[config.mk]
export PLATFORM = sky130hd
export DESIGN_NAME = weighted_color_correction_top
export DESIGN_NICKNAME = d
export VERILOG_FILES = /design/src/hdl/wcc_pkg.sv /design/src/hdl/weighted_color_correction_top.sv
export VERILOG_INCLUDE_DIRS = /design/src /design/src/hdl
export SDC_FILE = /design/constraint.sdc
export NUM_CORES = 2
export LEC_CHECK = 0
export BUFFER_PORTS_ARGS = -buffer_cell sky130_fd_sc_hd__buf_2
export CORE_MARGIN = 1
export CORE_UTILIZATION = 31
export CTS_BUF_LIST = sky130_fd_sc_hd__clkbuf_8 sky130_fd_sc_hd__clkbuf_16
export DETAILED_ROUTE_END_ITERATION = 10
export PLACE_DENSITY = 0.52
export SLEW_MARGIN = 5
export SYNTH_ARGS = -nofsm -noshare
export SYNTH_HDL_FRONTEND = slang
export SYNTH_SLANG_ARGS = --single-unit
[constraint.sdc]
create_clock -name clk_i -period 19 [get_ports clk_i]
set_clock_uncertainty 0.15 [all_clocks]
set_input_delay 0 -clock clk_i [delete_from_list [all_inputs] [get_ports clk_i]]
set_output_delay 0 -clock clk_i [all_outputs]
set_load 0.01 [all_outputs]
[src/hdl/assert_macros.svh]
// Assertion macros used by the top level RTL of the color correction block.
`ifndef ASSERT_MACROS_SVH
`define ASSERT_MACROS_SVH

// Check on every rising edge of clk_i, hold off while rst_ni is low.
`define WCC_ASSERT(name, prop, msg) \
  name: assert property (@(posedge clk_i) disable iff (!rst_ni) (prop)) \
    else $error(msg);

// Check on every rising edge of clk_i, reset included.
`define WCC_ASSERT_ALWAYS(name, prop, msg) \
  name: assert property (@(posedge clk_i) (prop)) \
    else $error(msg);

`endif

[src/hdl/wcc_pkg.sv]
// Types and constants of the weighted color correction block.
`timescale 1ns / 1ps

package wcc_pkg;

  // Channel order: blue, green, red.
  localparam int NumCh = 3;
  localparam int PixW  = 8;
  localparam logic [PixW-1:0] PixMax = 8'd255;

  // Weight is unsigned Q1.WeightFracBits.
  localparam int WeightFracBits = 16;
  localparam int QuoW           = WeightFracBits + 1;
  localparam logic [QuoW-1:0] WeightOne = QuoW'(1) << WeightFracBits;

  // Divider: quotient bits resolved per pipeline stage.
  localparam int DivBitsPerStage = 4;
  localparam int DivStages = (WeightFracBits + DivBitsPerStage - 1) / DivBitsPerStage;

  // Correction is sample minus target, signed.
  localparam int CorrW = PixW + 1;
  localparam int ProdW = CorrW + QuoW + 1;
  localparam int ValW  = ProdW + 1;

  // Pipeline: entry, divider stages, multiply, output.
  localparam int NumStg = DivStages + 3;

  localparam int CfgIdxW  = 3;
  localparam int CfgDataW = 8;

  typedef enum logic [CfgIdxW-1:0] {
    RegSampleBlue  = 3'd0,
    RegSampleGreen = 3'd1,
    RegSampleRed   = 3'd2,
    RegTargetBlue  = 3'd3,
    RegTargetGreen = 3'd4,
    RegTargetRed   = 3'd5
  } cfg_reg_e;

  localparam logic [PixW-1:0] SampleRst [NumCh] = '{8'd170, 8'd160, 8'd170};
  localparam logic [PixW-1:0] TargetRst [NumCh] = '{8'd20, 8'd40, 8'd220};

endpackage

[src/hdl/weighted_color_correction_top.sv]
// Top level of the weighted color correction pipeline.
//
//  channel  | direction | handshake              | payload
//  ---------+-----------+------------------------+-----------------------------------
//  pixel in | sink      | in_valid_i / in_stall_o   | blue_in_i, green_in_i, red_in_i
//  pixel out| source    | out_valid_o / out_stall_i | blue_out_o, green_out_o, red_out_o
//  config   | sink      | cfg_valid_i / cfg_ready_o | cfg_index_i, cfg_data_i
//
// One pixel per clock while the output is not stalled, through NumStg = DivStages + 3
// register stages (7 with 16 weight fraction bits): an entry stage, four divider stages
// of four restoring steps each, a 9x17 multiply stage and a saturating output stage.
// The divider stages set the depth. Reset clears the valid bits and loads the
// sample/target registers with their defaults. A stalled output freezes the whole
// pipeline; in_stall_o follows at once, so no transaction is dropped or repeated.
// Config writes are always taken.
`timescale 1ns / 1ps
`include "assert_macros.svh"

module weighted_color_correction_top (
  input  logic                         clk_i,
  input  logic                         rst_ni,
  // pixel in
  input  logic                         in_valid_i,
  output logic                         in_stall_o,
  input  logic [wcc_pkg::PixW-1:0]     blue_in_i,
  input  logic [wcc_pkg::PixW-1:0]     green_in_i,
  input  logic [wcc_pkg::PixW-1:0]     red_in_i,
  // pixel out
  output logic                         out_valid_o,
  input  logic                         out_stall_i,
  output logic [wcc_pkg::PixW-1:0]     blue_out_o,
  output logic [wcc_pkg::PixW-1:0]     green_out_o,
  output logic [wcc_pkg::PixW-1:0]     red_out_o,
  // config
  input  logic                         cfg_valid_i,
  output logic                         cfg_ready_o,
  input  logic [wcc_pkg::CfgIdxW-1:0]  cfg_index_i,
  input  logic [wcc_pkg::CfgDataW-1:0] cfg_data_i
);
  import wcc_pkg::*;

  // ---------------------------------------------------------------------------
  // Configuration registers
  // ---------------------------------------------------------------------------
  logic [PixW-1:0] sample_q [NumCh];
  logic [PixW-1:0] target_q [NumCh];

  assign cfg_ready_o = 1'b1;

  always_ff @(posedge clk_i or negedge rst_ni) begin
    if (!rst_ni) begin
      for (int ch = 0; ch < NumCh; ch++) begin
        sample_q[ch] <= SampleRst[ch];
        target_q[ch] <= TargetRst[ch];
      end
    end else if (cfg_valid_i && cfg_ready_o) begin
      case (cfg_reg_e'(cfg_index_i))
        RegSampleBlue:  sample_q[0] <= cfg_data_i;
        RegSampleGreen: sample_q[1] <= cfg_data_i;
        RegSampleRed:   sample_q[2] <= cfg_data_i;
        RegTargetBlue:  target_q[0] <= cfg_data_i;
        RegTargetGreen: target_q[1] <= cfg_data_i;
        RegTargetRed:   target_q[2] <= cfg_data_i;
        default: ;  // indexes past the list are ignored
      endcase
    end
  end

  // ---------------------------------------------------------------------------
  // Pipeline control: one global advance, frozen by a stalled output
  // ---------------------------------------------------------------------------
  logic [NumStg-1:0] vld_q;
  logic              adv;

  assign adv        = !(vld_q[NumStg-1] && out_stall_i);
  assign in_stall_o = !adv;
  assign out_valid_o = vld_q[NumStg-1];

  always_ff @(posedge clk_i or negedge rst_ni) begin
    if (!rst_ni) begin
      vld_q <= '0;
    end else if (adv) begin
      vld_q <= {vld_q[NumStg-2:0], in_valid_i};
    end
  end

  logic [PixW-1:0] pix_in [NumCh];
  logic [PixW-1:0] pix_out_q [NumCh];

  assign pix_in[0] = blue_in_i;
  assign pix_in[1] = green_in_i;
  assign pix_in[2] = red_in_i;

  assign blue_out_o  = pix_out_q[0];
  assign green_out_o = pix_out_q[1];
  assign red_out_o   = pix_out_q[2];

  // ---------------------------------------------------------------------------
  // Per channel datapath
  // ---------------------------------------------------------------------------
  // Divider pipeline registers, index 0 is the entry stage.
  logic [PixW-1:0]         rem_q  [NumCh][DivStages+1];
  logic [QuoW-1:0]         quo_q  [NumCh][DivStages+1];
  logic [PixW-1:0]         den_q  [NumCh][DivStages+1];
  logic signed [CorrW-1:0] corr_q [NumCh][DivStages+1];
  logic [PixW-1:0]         pix_q  [NumCh][DivStages+1];
  logic                    wone_q [NumCh][DivStages+1];

  // Multiply stage
  logic signed [ProdW-1:0] prod_q  [NumCh];
  logic [PixW-1:0]         pixm_q  [NumCh];

  for (genvar ch = 0; ch < NumCh; ch++) begin : g_ch

    // Entry: distance from the sample, denominator, correction.
    logic [PixW-1:0]         gap;
    logic [PixW-1:0]         den_d;
    logic [PixW-1:0]         rem_d;
    logic [QuoW-1:0]         quo_d;
    logic signed [CorrW-1:0] corr_d;
    logic                    wone_d;

    always_comb begin
      if (pix_in[ch] < sample_q[ch]) begin
        gap   = sample_q[ch] - pix_in[ch];
        den_d = sample_q[ch];
      end else begin
        gap   = pix_in[ch] - sample_q[ch];
        den_d = PixMax - sample_q[ch];
      end
      // Full weight at zero distance or zero denominator.
      wone_d = (gap == '0) || (den_d == '0);
      // Leading quotient bit: set only when the distance equals the denominator.
      if (gap == den_d) begin
        quo_d = QuoW'(1);
        rem_d = '0;
      end else begin
        quo_d = '0;
        rem_d = gap;
      end
      corr_d = $signed({1'b0, sample_q[ch]}) - $signed({1'b0, target_q[ch]});
    end

    always_ff @(posedge clk_i) begin
      if (adv) begin
        rem_q[ch][0]  <= rem_d;
        quo_q[ch][0]  <= quo_d;
        den_q[ch][0]  <= den_d;
        corr_q[ch][0] <= corr_d;
        pix_q[ch][0]  <= pix_in[ch];
        wone_q[ch][0] <= wone_d;
      end
    end

    // Restoring divider, DivBitsPerStage quotient bits per stage.
    for (genvar s = 0; s < DivStages; s++) begin : g_div
      logic [PixW-1:0] rem_nx;
      logic [QuoW-1:0] quo_nx;

      always_comb begin
        logic [PixW:0] sh;
        sh     = '0;
        rem_nx = rem_q[ch][s];
        quo_nx = quo_q[ch][s];
        for (int k = 0; k < DivBitsPerStage; k++) begin
          if (s * DivBitsPerStage + k < WeightFracBits) begin
            sh = {rem_nx, 1'b0};
            if (sh >= {1'b0, den_q[ch][s]}) begin
              rem_nx = PixW'(sh - {1'b0, den_q[ch][s]});
              quo_nx = {quo_nx[QuoW-2:0], 1'b1};
            end else begin
              rem_nx = sh[PixW-1:0];
              quo_nx = {quo_nx[QuoW-2:0], 1'b0};
            end
          end
        end
      end

      always_ff @(posedge clk_i) begin
        if (adv) begin
          rem_q[ch][s+1]  <= rem_nx;
          quo_q[ch][s+1]  <= quo_nx;
          den_q[ch][s+1]  <= den_q[ch][s];
          corr_q[ch][s+1] <= corr_q[ch][s];
          pix_q[ch][s+1]  <= pix_q[ch][s];
          wone_q[ch][s+1] <= wone_q[ch][s];
        end
      end
    end

    // Weight and correction product.
    logic [QuoW-1:0]         weight;
    logic signed [ProdW-1:0] corr_x;
    logic signed [ProdW-1:0] weight_x;
    logic signed [ProdW-1:0] prod_d;

    always_comb begin
      weight   = wone_q[ch][DivStages] ? WeightOne : WeightOne - quo_q[ch][DivStages];
      corr_x   = ProdW'(corr_q[ch][DivStages]);
      weight_x = $signed(ProdW'(weight));
      prod_d   = corr_x * weight_x;
    end

    always_ff @(posedge clk_i) begin
      if (adv) begin
        prod_q[ch] <= prod_d;
        pixm_q[ch] <= pix_q[ch][DivStages];
      end
    end

    // Subtract from the scaled pixel, truncate, saturate.
    logic signed [ValW-1:0] val;
    logic [PixW-1:0]        pix_out_d;

    always_comb begin
      val = $signed(ValW'({pixm_q[ch], WeightFracBits'(0)})) - ValW'(prod_q[ch]);
      if (val <= 0) begin
        pix_out_d = '0;
      end else if (|val[ValW-1:WeightFracBits+PixW]) begin
        pix_out_d = PixMax;
      end else begin
        pix_out_d = val[WeightFracBits+PixW-1:WeightFracBits];
      end
    end

    always_ff @(posedge clk_i) begin
      if (adv) begin
        pix_out_q[ch] <= pix_out_d;
      end
    end
  end

  // ---------------------------------------------------------------------------
  // Assertions
  // ---------------------------------------------------------------------------
  `WCC_ASSERT(a_freeze_holds_valids, !adv |=> vld_q == $past(vld_q),
              "pipeline valid bits moved during a stall")
  `WCC_ASSERT_ALWAYS(a_stall_only_when_full, in_stall_o |-> vld_q[NumStg-1],
                     "input stalled while the output stage is empty")

  for (genvar ch = 0; ch < NumCh; ch++) begin : g_chk
    `WCC_ASSERT(a_rem_below_den,
                (den_q[ch][DivStages] != '0) |-> (rem_q[ch][DivStages] < den_q[ch][DivStages]),
                "divider remainder not below denominator")
    `WCC_ASSERT(a_quo_in_range,
                (den_q[ch][DivStages] != '0) |-> (quo_q[ch][DivStages] <= WeightOne),
                "divider quotient exceeds one")
  end

endmodule

==> impl_results.md <==
* CTS tree: built
* GR Overflow Total at 0
* Io pins at 67
* Antenna Nets Post-Route at 0
* Largest net degree at the start of global routing at between 150 and 200
* Largest area contributor in the netlist: edfxtp_1
* Initial antenna violation count at 5
* DP HPWL at 112,000 um
* Startpoint type of the worst setup path: register
* Port Buffers at 65
* Wire length per cell at 16.2 um
* Syn Area/Cell at 10.4 um2
* Core area at 202,000 um2
* Post-Syn Nets at 7,112
* Max_slew headroom at 22.4%
* Total Die Area at 205,000 um2
* Die height at 453 um
* Mapped Cells at between 6k and 7k
* Top_reg_cell synth: edfxtp_1
* Mapped Area at 63,100 um2
* Finish-stage setup viols at 0
* WP data required at 19.27 ns
* R2R depth at 33
* Fin. max-slew vios at 0
* RR Endpoint: rem_q[0][26]
* Vias in the first global route at 43.9k
* RD Place Congestion at approximately 0.85
* Final TNS setup at 0 ns
* Crit path capture: rem_q[0][26]
* Crit end category: register
* DR DRC count at 0
* H-tree levels at 3
* Reg2Reg Setup Slack at 9.34 ns
* Aggregate routed wire length at ~150,000 um
* Final min period at 9.66 ns
* Status: finished clean
* Worst EP arrival at 9.93 ns
* Area of the multi-input gates at 36,900 um2
* Met2 usage at 23.7%
* Max Root-Sink Buffers at 3
* Skew-Pair Late Insertion Delay at 0.72 ns
* Initial Utilization at 31.2%
* Ys Warns at 0
* Final Cycle Share at 50.9%
* TritonCTS Buffers at 93
* GRT busiest layer: met2
* Final net count at 7,237
* CP Launch Point: den_q[0][33]
* Share of cells above drive strength 1 at 7.36%
* Clock slew at reported path FFs at about 0.06 ns
* CP peak stage delay at 0.56 ns
* Hold Vio Cnt, Final at 0
* Critical path's most frequent cell: ha_1
* Crit-path max FO at 19
* EDFF count, synth at ~730
* Gr usage total at around 14%
* Yosys reg bits at 781
* Area Growth Syn to Fin at 11.3%
* Width of the die at 453 um
* R2R Path Start: den_q[0][33]
* Fill cells at about 20k
* Slew @ Worst Pin at 1.16 ns
* Num rows at 165
* Post-CTS setup-driven buffer insertion count at 0
* Root Driver: clkbuf_16
* RSZ-0062 raised after global routing: no
* Slowest cell on crit path: a21oi_1
* Clk sink count at 781
* Met1 Use GR at 18.5%
* Sequential Area at about 23,000 um2
* Sequential element share of the synthesized area at 36.8%
* First-iteration detailed-routing DRC count at 2,424
* FMAX at 103 MHz
* Yosys cell types at 100
* Max_cap viols at 0
* Routing usage on met3 at 1.80%
* HP Class: input pin to register
* Synth top area cells: edfxtp_1 (35%), ha_1 (13%), fa_1 (11%)
* FFs w/ async S/R, synth at 7.04%
* Vias per std cell at 4.86
* CP Class: register to register
* Post-synth top area share at 34.5%
* First drt pass iteration count at 5
* First-pass GRT wire length at 235,000 um
* Total number of vias at about 44k
-- registers in the layout, indices dropped and copies added (netlist names) --
signal and count:
prod_q 81, vld_q 7, rem_q 96, pix_out_q 24, corr_q 135, wone_q 15, pix_q 120, sample_q 24
den_q 96, pixm_q 24, quo_q 135, target_q 24
-- synth_stat cells, types with 27 or more instances --
cell type	instances
edfxtp_1	726
ha_1	657
inv_1	654
nand2_1	479
nor2_1	398
fa_1	339
o21ai_0	314
a21oi_1	296
xnor2_1	270
and2_1	198
mux2_2	136
xor2_1	134
nor3_1	119
o21a_1	114
nor2b_1	104
clkbuf_1	103
nand2b_1	100
a21o_1	97
or3_1	54
mux2i_1	53
nand3_1	47
and3_1	37
dfrtp_1	36
nor4_1	36
o21ai_1	29
or2_2	29
o211ai_1	28
nand4_1	27
-- timing repair --
| item | 4_1_cts | 5_1_grt |
|---|---|---|
| gates resized for setup | 0 | 0 |
| hold buffers | 70 | 0 |
| endpoints found under the hold margin | 189 | 0 |
-- metal layers --
layer / share of wire [%] / wire length, um
met1: 47 / 68100
met2: 47 / 68700
met3: 2.9 / 4160
met4: 3.1 / 4530
met5: 0 / 0
-- kinds of logic after synthesis --
group	after synthesis	synth area share, %
AOI/OAI and AO/OA	1192	12.1
xor gates and xnor gates	404	5.61
adders and majority gates	996	23.8
buffers and inverters	791	4.74
DFF	781	36.8
muxes	216	3.79
other	1	0.00594
and+or+nand+nor	1695	13.2
-- through the flow --
stage               instance area [um2]  hold slack [ns]  utilization, %  setup slack, ns  std cells
floorplan                         63100           -0.446               -            0.952       6076
finish                            70200           0.0754            34.7             9.34       8954
global route                      70200           0.0349            34.7             8.57       8953
detailed placement                66500           0.0756            32.9             9.30       8708
global placement                  66500           0.0722            32.9             9.36       8708
CTS                               70200           0.0319            34.7             9.26       8952
-- layout make-up --
cell class                 count  share of cell area, %
clock buffer                  96                   3.39
tap                         2672                   4.76
clock inverter                78                  0.951
antenna                        2                0.00713
timing repair buffer         156                   1.72
inverter                     665                   3.56
multi-input combinational   4504                   52.6
sequential                   781                   33.0
-- how the worst min path moves through the flow --
stage | start | to | slack [ns] | cells past startpoint
2_1_floorplan | rst_ni | sample_q[0] | -0.45 | 0
5_1_grt | blue_in_i[3] | pix_q[0][35] | 0.03 | 2
4_1_cts | blue_in_i[3] | pix_q[0][35] | 0.03 | 2
3_3_place_gp | red_in_i[5] | pix_q[2][37] | 0.07 | 1
3_5_place_dp | red_in_i[5] | pix_q[2][37] | 0.08 | 1
6_report | blue_in_i[3] | pix_q[0][35] | 0.08 | 2
-- critical path: cells and delay by family, from the launching register on --
kind,cells,cell delay [ns]
buffers and inverters,2,0.46
flip-flops,1,0.47
multiplexers,2,0.75
adder cells (fa/ha/maj),5,1.46
AO/OA/AOI/OAI,17,4.09
AND/OR/NAND/NOR,7,2.01
-- cells in the final DEF, fill, tap and decap left out, types with 21 or more instances in the layout --
| cell | n |
|---|---|
| mux2_2 | 136 |
| o31ai_1 | 21 |
| o211ai_1 | 28 |
| nand2_1 | 478 |
| nor4_1 | 36 |
| a31oi_1 | 26 |
| o31a_1 | 23 |
| nor3_1 | 119 |
| a21oi_1 | 296 |
| inv_1 | 672 |
| nand2b_1 | 100 |
| and3_1 | 37 |
| edfxtp_1 | 726 |
| a211oi_1 | 21 |
| fa_1 | 339 |
| o21a_1 | 114 |
| o21ai_0 | 314 |
| dlygate4sd3_1 | 70 |
| ha_1 | 657 |
| buf_2 | 65 |
| nand3_1 | 47 |
| o21ai_1 | 29 |
| nor2_1 | 398 |
| or2_2 | 29 |
| mux2i_1 | 53 |
| xor2_1 | 134 |
| clkbuf_16 | 94 |
| nand4_1 | 27 |
| dfrtp_1 | 36 |
| or3_1 | 54 |
| nor2b_1 | 104 |
| xnor2_1 | 270 |
| and2_1 | 198 |
| a21o_1 | 97 |
Power is not shown: default switching activity piles up to over one toggle a cycle in this logic, so the estimate is an artifact.
